<file path="config.mk">
export PLATFORM = sky130hd
export DESIGN_NAME = bearing_median_and_range_zone_unit
export DESIGN_NICKNAME = d
export VERILOG_FILES = /design/src/hdl/bmrz_pkg.sv /design/src/hdl/bmrz_cell.sv /design/src/hdl/bearing_median_and_range_zone_unit.sv
export SDC_FILE = /design/constraint.sdc
export NUM_CORES = 2
export LEC_CHECK = 0
export BUFFER_PORTS_ARGS = -buffer_cell sky130_fd_sc_hd__buf_2
export CAP_MARGIN = 0
export CORE_ASPECT_RATIO = 1.2
export CORE_MARGIN = 3
export CORE_UTILIZATION = 40
export CTS_CLUSTER_SIZE = 12
export DETAILED_ROUTE_END_ITERATION = 8
export PLACE_DENSITY_LB_ADDON = 0.08
export SYNTH_ARGS = -nofsm -noshare
export SYNTH_HDL_FRONTEND = slang
export SYNTH_SLANG_ARGS = --single-unit
</file>
<file path="constraint.sdc">
create_clock -name clk -period 14.9 [get_ports clk]
set_clock_uncertainty 0.2 [all_clocks]
set_input_delay 0.745 -clock clk [delete_from_list [all_inputs] [get_ports clk]]
set_output_delay 0.745 -clock clk [all_outputs]
set_load 0.005 [all_outputs]
</file>
<file path="src/hdl/bmrz_pkg.sv">
`default_nettype none

package bmrz_pkg;

  // Width of one bearing sample, hundredths of a degree, two's complement.
  localparam int BearingW = 17;

  // Width of a range sample in centimetres.
  localparam int RangeW = 16;

  // Width of the configuration data port, the widest register.
  localparam int CfgDataW = 16;

  // Width of the configuration register index.
  localparam int CfgIndexW = 3;

  // Configuration register indexes.
  localparam logic [CfgIndexW-1:0] REG_WINDOW_LEN     = 3'd0;
  localparam logic [CfgIndexW-1:0] REG_USE_MEDIAN     = 3'd1;
  localparam logic [CfgIndexW-1:0] REG_PINGS_NEEDED   = 3'd2;
  localparam logic [CfgIndexW-1:0] REG_CLOSE_IN_BORDER = 3'd3;
  localparam logic [CfgIndexW-1:0] REG_FAR_LIMIT      = 3'd4;

  // The only beacon type that is processed.
  localparam logic [7:0] KIND_ACCEPTED = 8'd0;

  // Hit counters stop here.
  localparam logic [7:0] HITS_MAX = 8'd255;

  // Zone codes on the result.
  localparam logic [1:0] ZONE_NONE     = 2'd0;
  localparam logic [1:0] ZONE_CLOSE_IN = 2'd1;
  localparam logic [1:0] ZONE_BUMP     = 2'd2;

  // Sequencer states.
  typedef enum logic [1:0] {
    ST_IDLE,
    ST_LOAD,
    ST_RANK,
    ST_EMIT
  } state_t;

  // Controls broadcast from the sequencer to every cell of the chain.
  typedef struct packed {
    logic write;  // store the new bearing at the write position
    logic load;   // copy each entry into its circulating slot, clear the rank
    logic step;   // compare against the circulating slot, then shift the chain
  } cell_ctl_t;

endpackage

`default_nettype wire

</file>
<file path="src/hdl/bmrz_cell.sv">
`default_nettype none

module bmrz_cell #(
  parameter int MAX_WINDOW = 16,
  parameter int IDX = 0,
  localparam int IW = (MAX_WINDOW > 1) ? $clog2(MAX_WINDOW) : 1,
  localparam int LW = $clog2(MAX_WINDOW + 1)
) (
  input  wire                                   clk,
  input  wire                                   rst,
  input  bmrz_pkg::cell_ctl_t                   ctl,
  input  wire  [IW-1:0]                         wr_pos,
  input  wire  signed [bmrz_pkg::BearingW-1:0]  wr_val,
  input  wire  [LW-1:0]                         win_len,
  input  wire  signed [bmrz_pkg::BearingW-1:0]  pass_val_in,
  input  wire  [IW-1:0]                         pass_idx_in,
  output logic signed [bmrz_pkg::BearingW-1:0]  pass_val_out,
  output logic [IW-1:0]                         pass_idx_out,
  output logic signed [bmrz_pkg::BearingW-1:0]  entry_out,
  output logic                                  match
);

  logic signed [bmrz_pkg::BearingW-1:0] entry;
  logic signed [bmrz_pkg::BearingW-1:0] pass_val;
  logic [IW-1:0]                        pass_idx;
  logic [LW-1:0]                        rank;
  logic                                 active;
  logic                                 src_ok;
  logic                                 ranks_below;

  // The cell takes part only while it lies inside the window, and so does the sample passing by.
  assign active = LW'(IDX) < win_len;
  assign src_ok = LW'(pass_idx) < win_len;

  // A passing sample sorts below this entry if it is smaller, or equal and from a lower slot.
  assign ranks_below = (pass_val < entry) ||
                       ((pass_val == entry) && (pass_idx < IW'(IDX)));

  // The ring entry held by this cell.
  always_ff @(posedge clk) begin
    if (rst) begin
      entry <= '0;
    end else if (ctl.write && (wr_pos == IW'(IDX))) begin
      entry <= wr_val;
    end
  end

  // Circulating slot and rank counter.
  always_ff @(posedge clk) begin
    if (ctl.load) begin
      pass_val <= entry;
      pass_idx <= IW'(IDX);
      rank     <= '0;
    end else if (ctl.step) begin
      pass_val <= pass_val_in;
      pass_idx <= pass_idx_in;
      if (active && src_ok && ranks_below) begin
        rank <= rank + LW'(1);
      end
    end
  end

  assign pass_val_out = pass_val;
  assign pass_idx_out = pass_idx;
  assign entry_out    = entry;

  // The entry whose rank is half the window length is the upper median.
  assign match = active && (rank == (win_len >> 1));

endmodule

`default_nettype wire

</file>
<file path="src/hdl/bearing_median_and_range_zone_unit.sv">
`default_nettype none

// Beacon bearing median filter and range zone tracker. Each report of beacon type 0 stores its
// bearing in a ring of window_len entries held by a chain of MAX_WINDOW cells, and gives one
// result beat: the upper median of the window (or the raw bearing when use_median is 0), the
// range, and the zone whose consecutive-hit count has reached pings_needed. Reports of any other
// type are taken and give nothing. With the median on, a report passes through these steps up to
// and including the load of the result register: the store, the load of the chain, a rotation in
// which every window sample travels once round the cell chain while each cell counts the
// samples that sort below its own, and the move of the result into the output register. With
// the median off it passes through the store and the move only. The next report is taken in the
// cycle after the move, so the unit takes no new report before it is through with the last one;
// a stalled result holds the sequencer in its last step until the output register is free.
// A new report is taken once the previous result is in the output register, even if that result
// is still stalled. Configuration must be written only while no report is in flight; the block
// itself does not enforce this.
module bearing_median_and_range_zone_unit #(
  parameter int MAX_WINDOW = 16
) (
  input  wire                                          clk,
  input  wire                                          rst,
  // Configuration write port.
  input  wire                                          cfg_write,
  input  wire  [bmrz_pkg::CfgIndexW-1:0]               cfg_index,
  input  wire  [bmrz_pkg::CfgDataW-1:0]                cfg_data,
  // Report channel.
  input  wire                                          in_valid,
  output logic                                         in_stall,
  input  wire  [7:0]                                   beacon_kind,
  input  wire  signed [bmrz_pkg::BearingW-1:0]         bearing,
  input  wire  [bmrz_pkg::RangeW-1:0]                  range_cm,
  // Result channel.
  output logic                                         out_valid,
  input  wire                                          out_stall,
  output logic signed [bmrz_pkg::BearingW-1:0]         filtered_bearing,
  output logic [bmrz_pkg::RangeW-1:0]                  range_out,
  output logic [1:0]                                   zone
);

  localparam int IW = (MAX_WINDOW > 1) ? $clog2(MAX_WINDOW) : 1;
  localparam int LW = $clog2(MAX_WINDOW + 1);

  // Configuration registers.
  logic [4:0]                     cfg_window_len;
  logic                           cfg_use_median;
  logic [7:0]                     cfg_pings_needed;
  logic [bmrz_pkg::RangeW-1:0]    cfg_close_in_border;
  logic [bmrz_pkg::RangeW-1:0]    cfg_far_limit;

  // Sequencer and per-report state.
  bmrz_pkg::state_t               state;
  bmrz_pkg::state_t               state_next;
  bmrz_pkg::cell_ctl_t            ctl;
  logic [IW-1:0]                  wr_index;
  logic [IW-1:0]                  step_cnt;
  logic [7:0]                     close_hits;
  logic [7:0]                     bump_hits;
  logic [LW-1:0]                  item_len;
  logic                           item_median;
  logic signed [bmrz_pkg::BearingW-1:0] raw_bearing;
  logic [bmrz_pkg::RangeW-1:0]    item_range;
  logic [1:0]                     item_zone;
  logic                           out_load;

  // Combinational helpers.
  logic                           accept;
  logic                           take;
  logic [7:0]                     wl_ext;
  logic [7:0]                     len_ext;
  logic [LW-1:0]                  eff_len;
  logic [LW-1:0]                  wi_ext;
  logic [LW-1:0]                  pos;
  logic [LW-1:0]                  pos_inc;
  logic                           close_in;
  logic                           bump_in;
  logic [7:0]                     close_next;
  logic [7:0]                     bump_next;
  logic [1:0]                     zone_next;

  // Cell chain wiring.
  logic signed [bmrz_pkg::BearingW-1:0] pass_val [MAX_WINDOW];
  logic [IW-1:0]                  pass_idx [MAX_WINDOW];
  logic signed [bmrz_pkg::BearingW-1:0] entries [MAX_WINDOW];
  logic [MAX_WINDOW-1:0]          match;
  logic signed [bmrz_pkg::BearingW-1:0] median;

  // Configuration writes.
  always_ff @(posedge clk) begin
    if (rst) begin
      cfg_window_len      <= 5'd5;
      cfg_use_median      <= 1'b1;
      cfg_pings_needed    <= 8'd3;
      cfg_close_in_border <= 16'd500;
      cfg_far_limit       <= 16'd65535;
    end else if (cfg_write) begin
      case (cfg_index)
        bmrz_pkg::REG_WINDOW_LEN:      cfg_window_len      <= cfg_data[4:0];
        bmrz_pkg::REG_USE_MEDIAN:      cfg_use_median      <= cfg_data[0];
        bmrz_pkg::REG_PINGS_NEEDED:    cfg_pings_needed    <= cfg_data[7:0];
        bmrz_pkg::REG_CLOSE_IN_BORDER: cfg_close_in_border <= cfg_data;
        bmrz_pkg::REG_FAR_LIMIT:       cfg_far_limit       <= cfg_data;
        default: ;
      endcase
    end
  end

  assign accept = in_valid && !in_stall;
  assign take   = accept && (beacon_kind == bmrz_pkg::KIND_ACCEPTED);

  // Effective window length: zero counts as one, anything above the chain length is clamped.
  assign wl_ext = {3'b000, cfg_window_len};
  always_comb begin
    if (wl_ext == 8'd0) begin
      len_ext = 8'd1;
    end else if (wl_ext > 8'(MAX_WINDOW)) begin
      len_ext = 8'(MAX_WINDOW);
    end else begin
      len_ext = wl_ext;
    end
  end
  assign eff_len = LW'(len_ext);

  // Write position, folded back to the first entry when it lies past a shrunken window.
  assign wi_ext  = LW'(wr_index);
  assign pos     = (wi_ext < eff_len) ? wi_ext : '0;
  assign pos_inc = pos + LW'(1);

  // Zone membership and the saturating hit counts after this report.
  assign close_in   = (range_cm >= cfg_close_in_border) && (range_cm < cfg_far_limit);
  assign bump_in    = range_cm < cfg_close_in_border;
  assign close_next = !close_in ? 8'd0 :
                      (close_hits == bmrz_pkg::HITS_MAX) ? close_hits : close_hits + 8'd1;
  assign bump_next  = !bump_in ? 8'd0 :
                      (bump_hits == bmrz_pkg::HITS_MAX) ? bump_hits : bump_hits + 8'd1;

  // The bump zone is checked last, so it wins a tie.
  always_comb begin
    zone_next = bmrz_pkg::ZONE_NONE;
    if ((close_next >= cfg_pings_needed) && (close_next != 8'd0)) begin
      zone_next = bmrz_pkg::ZONE_CLOSE_IN;
    end
    if (bump_in && (bump_next >= cfg_pings_needed)) begin
      zone_next = bmrz_pkg::ZONE_BUMP;
    end
  end

  // Report state: ring position, hit counters and the fields held for the result.
  always_ff @(posedge clk) begin
    if (rst) begin
      wr_index    <= '0;
      close_hits  <= 8'd0;
      bump_hits   <= 8'd0;
      item_len    <= LW'(1);
      item_median <= 1'b0;
    end else if (take) begin
      wr_index    <= (pos_inc >= eff_len) ? '0 : IW'(pos_inc);
      close_hits  <= close_next;
      bump_hits   <= bump_next;
      item_len    <= eff_len;
      item_median <= cfg_use_median;
    end
  end

  always_ff @(posedge clk) begin
    if (take) begin
      raw_bearing <= bearing;
      item_range  <= range_cm;
      item_zone   <= zone_next;
    end
  end

  // Sequencer state register.
  always_ff @(posedge clk) begin
    if (rst) begin
      state <= bmrz_pkg::ST_IDLE;
    end else begin
      state <= state_next;
    end
  end

  // Sequencer next state and controls.
  always_comb begin
    state_next = state;
    ctl        = '0;
    out_load   = 1'b0;
    in_stall   = 1'b1;
    case (state)
      bmrz_pkg::ST_IDLE: begin
        in_stall  = 1'b0;
        ctl.write = take;
        if (take) begin
          state_next = cfg_use_median ? bmrz_pkg::ST_LOAD : bmrz_pkg::ST_EMIT;
        end
      end
      bmrz_pkg::ST_LOAD: begin
        ctl.load   = 1'b1;
        state_next = bmrz_pkg::ST_RANK;
      end
      bmrz_pkg::ST_RANK: begin
        ctl.step = 1'b1;
        if (step_cnt == IW'(MAX_WINDOW - 1)) begin
          state_next = bmrz_pkg::ST_EMIT;
        end
      end
      bmrz_pkg::ST_EMIT: begin
        if (!out_valid || !out_stall) begin
          out_load   = 1'b1;
          state_next = bmrz_pkg::ST_IDLE;
        end
      end
      default: begin
        state_next = bmrz_pkg::ST_IDLE;
      end
    endcase
  end

  // Rotation step counter.
  always_ff @(posedge clk) begin
    if (ctl.load) begin
      step_cnt <= '0;
    end else if (ctl.step) begin
      step_cnt <= step_cnt + IW'(1);
    end
  end

  // Chain of cells, closed into a ring so every sample visits every cell once.
  for (genvar k = 0; k < MAX_WINDOW; k++) begin : g_cell
    localparam int PREV = (k == 0) ? MAX_WINDOW - 1 : k - 1;
    bmrz_cell #(
      .MAX_WINDOW(MAX_WINDOW),
      .IDX       (k)
    ) u_cell (
      .clk         (clk),
      .rst         (rst),
      .ctl         (ctl),
      .wr_pos      (IW'(pos)),
      .wr_val      (bearing),
      .win_len     (item_len),
      .pass_val_in (pass_val[PREV]),
      .pass_idx_in (pass_idx[PREV]),
      .pass_val_out(pass_val[k]),
      .pass_idx_out(pass_idx[k]),
      .entry_out   (entries[k]),
      .match       (match[k])
    );
  end

  // Exactly one cell holds the median rank once the rotation is done.
  always_comb begin
    median = '0;
    for (int k = 0; k < MAX_WINDOW; k++) begin
      median = median | (match[k] ? entries[k] : '0);
    end
  end

  // Output register: loaded when it is empty or its beat is being taken.
  always_ff @(posedge clk) begin
    if (rst) begin
      out_valid <= 1'b0;
    end else if (out_load) begin
      out_valid <= 1'b1;
    end else if (!out_stall) begin
      out_valid <= 1'b0;
    end
  end

  always_ff @(posedge clk) begin
    if (out_load) begin
      filtered_bearing <= item_median ? median : raw_bearing;
      range_out        <= item_range;
      zone             <= item_zone;
    end
  end

`ifndef SYNTHESIS
  // After a full rotation the ranks form a permutation, so the median cell is unique.
  assert property (@(posedge clk) disable iff (rst)
    (state == bmrz_pkg::ST_EMIT) && item_median |-> $onehot(match))
    else $error("median rank not unique");

  // The zones do not overlap, so at most one hit counter can be running.
  assert property (@(posedge clk) disable iff (rst)
    !((close_hits != 8'd0) && (bump_hits != 8'd0)))
    else $error("both hit counters running");

  // A new result beat only appears from the emit step.
  assert property (@(posedge clk) disable iff (rst)
    $rose(out_valid) |-> ($past(state) == bmrz_pkg::ST_EMIT))
    else $error("result beat outside emit");
`endif

endmodule

`default_nettype wire
</file>
### Word level (Yosys, flattened, before mapping)

Index checks and enable logic that the tools add are counted.

* add/sub/neg operators: 20
* $lt $le $gt $ge: 72
* equality and inequality tests: 61
* muxes and demuxes: 71
* bitwise logic cells: 15
* reduce and logical (&&, ||, !) cells: 133

Operators with widths (number)
* 17-bit two-way mux: 49
* 17-bit equality test: 16
* 17-bit < comparator: 16
* 17-bit bitwise OR: 15
* 1-bit logical AND: 85
* 4-bit by 5-bit < comparator with 1-bit output: 17
* 5-bit by 1-bit adder with 5-bit output (second input constant): 16
* 5-bit by 4-bit equality test with 1-bit output: 16
* 2-bit AND reduction: 21
* 4-bit by 5-bit < comparator with 1-bit output (first input constant): 8
* 4-bit equality test (second input constant): 9
* 16-bit < comparator: 2
* 4-bit < comparator (second input constant): 8
* 8-bit two-way mux: 4
* 3-bit by 5-bit < comparator with 1-bit output (first input constant): 4
* 1-bit logical OR: 17
* 8-bit by 1-bit adder with 8-bit output (second input constant): 2
* 4-bit by 3-bit equality test with 1-bit output (second input constant): 4
* 8-bit equality test (second input constant): 2
* 16-bit >= comparator: 1
* 8-bit >= comparator: 2
* 8-bit zero test: 2
* 4-bit by 3-bit < comparator with 1-bit output (second input constant): 4
* 1-bit by 5-bit < comparator with 1-bit output (first input constant): 2
* other kinds (28): 50

* register bits after elaboration: 837
* input port bits: 65
* output and inout port bits: 37
* logic and storage cells: 455

### Depth between registers and ports, before layout

* word-level depth: 19
* mapped depth: 18

### By module

From an unflattened synthesis, not the netlist that was laid out.

* cells, all modules: 4560
* area, all modules: 45801.4 um^2

By module, submodules not included
* bearing_median_and_range_zone_unit: times used 1, cells an instance 954, area an instance 8818.5 um^2, sequential area each 3683.5 um^2
* bmrz_cell at g_cell[0].u_cell: times used 1, cells an instance 244, area an instance 2408.6 um^2, sequential area each 1031.0 um^2
* bmrz_cell at g_cell[13].u_cell: times used 1, cells an instance 242, area an instance 2354.8 um^2, sequential area each 1031.0 um^2
* bmrz_cell at g_cell[14].u_cell: times used 1, cells an instance 246, area an instance 2349.8 um^2, sequential area each 1031.0 um^2
* bmrz_cell at g_cell[11].u_cell: times used 1, cells an instance 218, area an instance 2337.2 um^2, sequential area each 1031.0 um^2
* bmrz_cell at g_cell[10].u_cell: times used 1, cells an instance 221, area an instance 2324.7 um^2, sequential area each 1031.0 um^2
* bmrz_cell at g_cell[9].u_cell: times used 1, cells an instance 217, area an instance 2321.0 um^2, sequential area each 1031.0 um^2
* bmrz_cell at g_cell[3].u_cell: times used 1, cells an instance 219, area an instance 2319.7 um^2, sequential area each 1031.0 um^2
* bmrz_cell at g_cell[6].u_cell: times used 1, cells an instance 214, area an instance 2304.7 um^2, sequential area each 1031.0 um^2
* bmrz_cell at g_cell[8].u_cell: times used 1, cells an instance 232, area an instance 2302.2 um^2, sequential area each 1031.0 um^2
* bmrz_cell at g_cell[2].u_cell: times used 1, cells an instance 215, area an instance 2297.2 um^2, sequential area each 1031.0 um^2
* bmrz_cell at g_cell[7].u_cell: times used 1, cells an instance 215, area an instance 2293.4 um^2, sequential area each 1031.0 um^2
* bmrz_cell at g_cell[12].u_cell: times used 1, cells an instance 238, area an instance 2288.4 um^2, sequential area each 1031.0 um^2
* bmrz_cell at g_cell[5].u_cell: times used 1, cells an instance 215, area an instance 2288.4 um^2, sequential area each 1031.0 um^2
* +3 rows

### Least setup slack after synthesis

Ideal clock, no wire load.

* path type: register -> register
* start: register state[0]
* end: register state[1]
* arrival: 6.835 ns
* data required time: 14.603 ns
* path slack: 7.768 ns
* cell stages (with the launch flop): 5
* buffers on the path: 0
* cell sequence: dfxtp_1 > inv_1 > ha_1 > mux2i_1 > a211oi_1

* cells in the longest elaborated chain, start to end: 5
* elaborated cells between the ends (all ways): 11
* classes of those cells: 6 x eq/ne; 1 x mux; 4 x reduce/logical

Ends and longest elaborated chain
* start: declaration: line bearing_median_and_range_zone_unit.sv:51 `bmrz_pkg::state_t state;`
* start signal: assignment: line bearing_median_and_range_zone_unit.sv:175 `state <= bmrz_pkg::ST_IDLE;`
* start signal: assignment: line bearing_median_and_range_zone_unit.sv:177 `state <= state_next;`
* 2-bit zero test: line bearing_median_and_range_zone_unit.sv:187 `case (state)`
* 1-bit logical AND: line bearing_median_and_range_zone_unit.sv:107 `assign accept = in_valid && !in_stall;`
* 1-bit logical AND: line bearing_median_and_range_zone_unit.sv:108 `assign take = accept && (beacon_kind == bmrz_pkg::KIND_ACCEPTED);`
* 2-bit inequality test (no source line)
* 3-bit AND reduction (no source line)

Several ways; a longest one is shown, not always the timed one.
A chain may end at the register's enable or synchronous reset.

### Worst setup path in the final report

* start: register cfg_window_len[4]
* end: register g_cell[14].u_cell.entry (netlist bit g_cell[14].u_cell.entry_out[2])

* cells in the longest elaborated chain, start to end: 7
* elaborated cells between the ends (all ways): 8
* classes of those cells: 2 x order compare; 1 x eq/ne; 3 x mux; 2 x reduce/logical

Ends and longest elaborated chain
* start: declaration: line bearing_median_and_range_zone_unit.sv:44 `logic [4:0] cfg_window_len;`
* start signal: assignment: line bearing_median_and_range_zone_unit.sv:97 `bmrz_pkg::REG_WINDOW_LEN: cfg_window_len <= cfg_data[4:0];`
* 5-bit > comparator: line bearing_median_and_range_zone_unit.sv:115 `end else if (wl_ext > 8'(MAX_WINDOW)) begin`
* 5-bit two-way mux: line bearing_median_and_range_zone_unit.sv:115
* 5-bit two-way mux (*): line bearing_median_and_range_zone_unit.sv:113 `if (wl_ext == 8'd0) begin`
* 4-bit by 5-bit < comparator with 1-bit output (*): line bearing_median_and_range_zone_unit.sv:125 `assign pos = (wi_ext < eff_len) ? wi_ext : '0;`
* 4-bit two-way mux (*): line bearing_median_and_range_zone_unit.sv:125
* 4-bit equality test (*): line bmrz_cell.sv:43 `end else if (ctl.write && (wr_pos == IW'(IDX))) begin`
* 1-bit logical AND (*): line bmrz_cell.sv:43
* end signal: assignment: line bmrz_cell.sv:44 `entry <= wr_val;`
* end: declaration: line bmrz_cell.sv:23 `logic signed [bmrz_pkg::BearingW-1:0] entry;`

Mark *: on every way between the ends. The rest lies on a longest branch, timed or not.

==> results.toml <==
[outcome]
status = "complete, no violations"

[synth]
synth_commonest_cells = "nand2_1 (699), dfxtp_1 (495), a21oi_1 (402), ha_1 (397), inv_1 (356)"
yosys.cell_count.top_type = "nand2_1"
synthDistinctLibCells = 90
netlist_instances = 4571
synth-edff-count = 342
async_flop_share_pct = 0
dominantRegCellSynth = "dfxtp_1"
ys_seq_area_share_pct = 45.0
ys_top_cells_by_area = "edfxtp_1 (23%), dfxtp_1 (22%), ha_1 (11%), mux2_2 (6.8%), nand2_1 (5.9%)"
syn_area_sq_mm = 0.0448
syn_area_per_cell_sq_um = 9.80
synth.ff_latch_count = 837
synth_top_area_share_pct = 22.9
syn_nets = 5033
yosysWarnings = 0
synth_top_cell_by_area = "edfxtp_1"

[clock_network]
clk_pin_slew_ps = 60
clockBufferDepth = 3
cts-root-buf = "clkbuf_16"
cts-buffers-inserted = 95
cts_tree = "built"
clock-sinks = 837
clock_latency_ps = 700
htree_levels = 3
post_cts_resized = 0

[run]
maxCapViolCount = 0

[critical_path]
crit_required_ps = 15220
crit_arrival_ps = 4520
cp-end-kind = "flop"
rr_worst_depth = 11
critPathKind = "reg2reg"
crit_fanout = 25
cp-start-kind = "flop"
cp_slowest_cell = "nand4_1"
r2r_slack_ps = 10700
r2r-end = "g_cell[14].u_cell.entry_out[2]"
crit_chain = "clkinv_1, nand2_1, ha_1, a21oi_1, o21a_1, buf_4, and2_1, ha_1, nand4_1, nand2_1, a21oi_1"
cpPeakStageDelay_ps = 960
reg2reg_from = "cfg_window_len[4]"

[drt]
firstDrtPassIters = 8
via_per_inst = 5.56
drt_wl_total_mm = 152
drc = 0
antenna_left = 0
wl_per_cell_um = 24.7
vias = 34300
drtIter0Drc = 3007

[power_and_ir_drop]
max-vdd-ir-drop_mv = 0.103
p_sw_share_pct = 33.4
p_leak_nw = 18.0
power.density_mw_per_mm2 = 166
switching_power_w = 0.00277
intPower_w = 0.00552
pwr-share-comb_pct = 28.7
pwr-share-clk_pct = 29.0
seq_power_share_pct = 42.3

[die]
start_util_pct = 40.6
die_x_um = 311
die_area_sq_mm = 0.116
top_level_ports = 102
num_rows = 133
core_area_sq_mm = 0.110
die_h_um = 373

[layout]
area_delta_synth_final_pct = 11.3
fin_area_sq_mm = 0.0498
final_layout_size_suffix_gt1_share_pct = 13.7
final_nets = 5055

[timing]
fmax_mhz = 238
tightest_slew_ps = 1190
period_needed_ps = 4200
fin_crit_sh_pct = 28.2
rsz0062_at_grt = "no"
finalMaxSlewViolations = 0
relSlewSlack_pct = 20.2
setup_viol = 0
finalHoldViolations = 0
tns_ps = 0

[grt]
first_global_vias = 33300
grt_pass1_wl_mm = 224
grt_max_degree = 84
grt_use_total_pct = 25.9
overflow = 0
antenna_found_initial = 15

[hold_path]
hold_class = "in2reg"
hold_end = "item_range[11]"
hold_depth = 1
hold_start = "range_cm[11]"

[place]
io_buffers = 101
dp_hpwl_mm = 110
place_area_sq_mm = 0.0467
place_congestion = 0.891
metrics by stage:
| step | power (W) | std cells | hold slack [ps] | util, % | setup slack [ps] |
|---|---|---|---|---|---|
| after detailed placement | 0.00594 | 5980 | 205 | 42.3 | 10470 |
| after floorplan | 0.00508 | 4571 | 200 | - | 7770 |
| after global routing | 0.00876 | 6159 | 47.9 | 45.2 | 10460 |
| final | 0.00830 | 6162 | 74.3 | 45.2 | 10700 |
| after CTS | 0.00837 | 6158 | 15.6 | 45.2 | 10750 |
| after global placement | 0.00591 | 5980 | 201 | 42.3 | 10460 |
cell families (layout without fill, tap and decap cells):
logic type               Yosys count  count (layout)  share of synthesized area, %
AND/OR/NAND/NOR                 1357            1357                          14.1
AO/OA/AOI/OAI                    885             885                          12.8
flip-flops                       837             837                          45.0
buffers and inverters            600             702                          5.34
multiplexers                     415             415                          10.1
adder cells (fa/ha/maj)          397             397                          11.1
XOR/XNOR                          80              80                          1.56
other                              0               4                             0
power by group through the flow:
stage	clock [W]	sequential, W	combinational, W
3_3_place_gp	0	0.00354	0.00237
5_1_grt	0.00254	0.00356	0.00266
2_1_floorplan	0	0.00342	0.00166
4_1_cts	0.00245	0.00350	0.00242
6_report	0.00241	0.00351	0.00238
3_5_place_dp	0	0.00354	0.00240
routing by layer:
layer | track usage [%] | up-vias | share of wire [%]
met3 | 3.53 | 216 | 5.7
met5 | 0 | - | 0.018
met1 | 34.2 | 16700 | 44
met2 | 42.9 | 1006 | 47
met4 | 10.5 | 4 | 4.0
li1 | - | 16300 | -
placed cells by master, fill, tap and decap left out, drive strengths merged, types with 55 or more instances in the layout:
master / Yosys / final
ha: 397 / 397
nand3: 78 / 78
buf: 88 / 164
nor2b: 55 / 55
nand4: 66 / 66
edfxtp: 342 / 342
nor2: 242 / 242
dfxtp: 495 / 495
o21ai: 93 / 93
mux2: 286 / 286
a21oi: 405 / 405
a21o: 69 / 69
nand2: 700 / 700
mux2i: 129 / 129
inv: 358 / 358
clkbuf: 152 / 142
what timing repair did:
action,CTS,global route
endpoints found under the hold margin,1,0
setup buffers,0,0
hold buffers,1,0
state kept, by name, summed over array words and instances (netlist names), 5 cells and up:
register and cells:
cfg_far_limit 16, cfg_pings_needed 8, cfg_window_len 5, close_hits 8, g_cell.u_cell.entry_out 272, g_cell.u_cell.pass_val_out 272, cfg_close_in_border 16, bump_hits 8
filtered_bearing 17, item_len 5, item_range 16, range_out 16, raw_bearing 17, g_cell.u_cell.pass_idx_out 64, g_cell.u_cell.rank 80
worst max-delay path by stage:
stage / start / endpoint / slack [ps] / cells past startpoint
after floorplan: state[0] / state[1] / 7770 / 4
after global placement: range_cm[7] / item_zone[0] / 10460 / 16
after detailed placement: range_cm[7] / item_zone[0] / 10470 / 15
after CTS: cfg_window_len[4] / g_cell[13].u_cell.entry_out[12] / 10750 / 12
after global routing: state[0] / g_cell[1].u_cell.entry_out[16] / 10460 / 13
final: cfg_window_len[4] / g_cell[14].u_cell.entry_out[2] / 10700 / 11
layout make-up:
type | instances | area, sq um
flip-flops and latches | 837 | 20200
multi-input cells | 3134 | 22300
clock buffers | 142 | 2800
clock inverters | 35 | 337
inverters | 360 | 1350
well taps | 1485 | 1860
fillers | 10600 | 60500
diodes | 4 | 10.0
repair buffers | 165 | 998
worst max-delay path: cells and delay by family, from the launching register on:
| family | cells | cell delay [ps] |
|---|---|---|
| compound gates | 3 | 510 |
| fa+ha+maj | 2 | 770 |
| buf+inv | 2 | 500 |
| flops | 1 | 350 |
| simple gates | 4 | 1700 |
(Power assumes the default switching activity.)
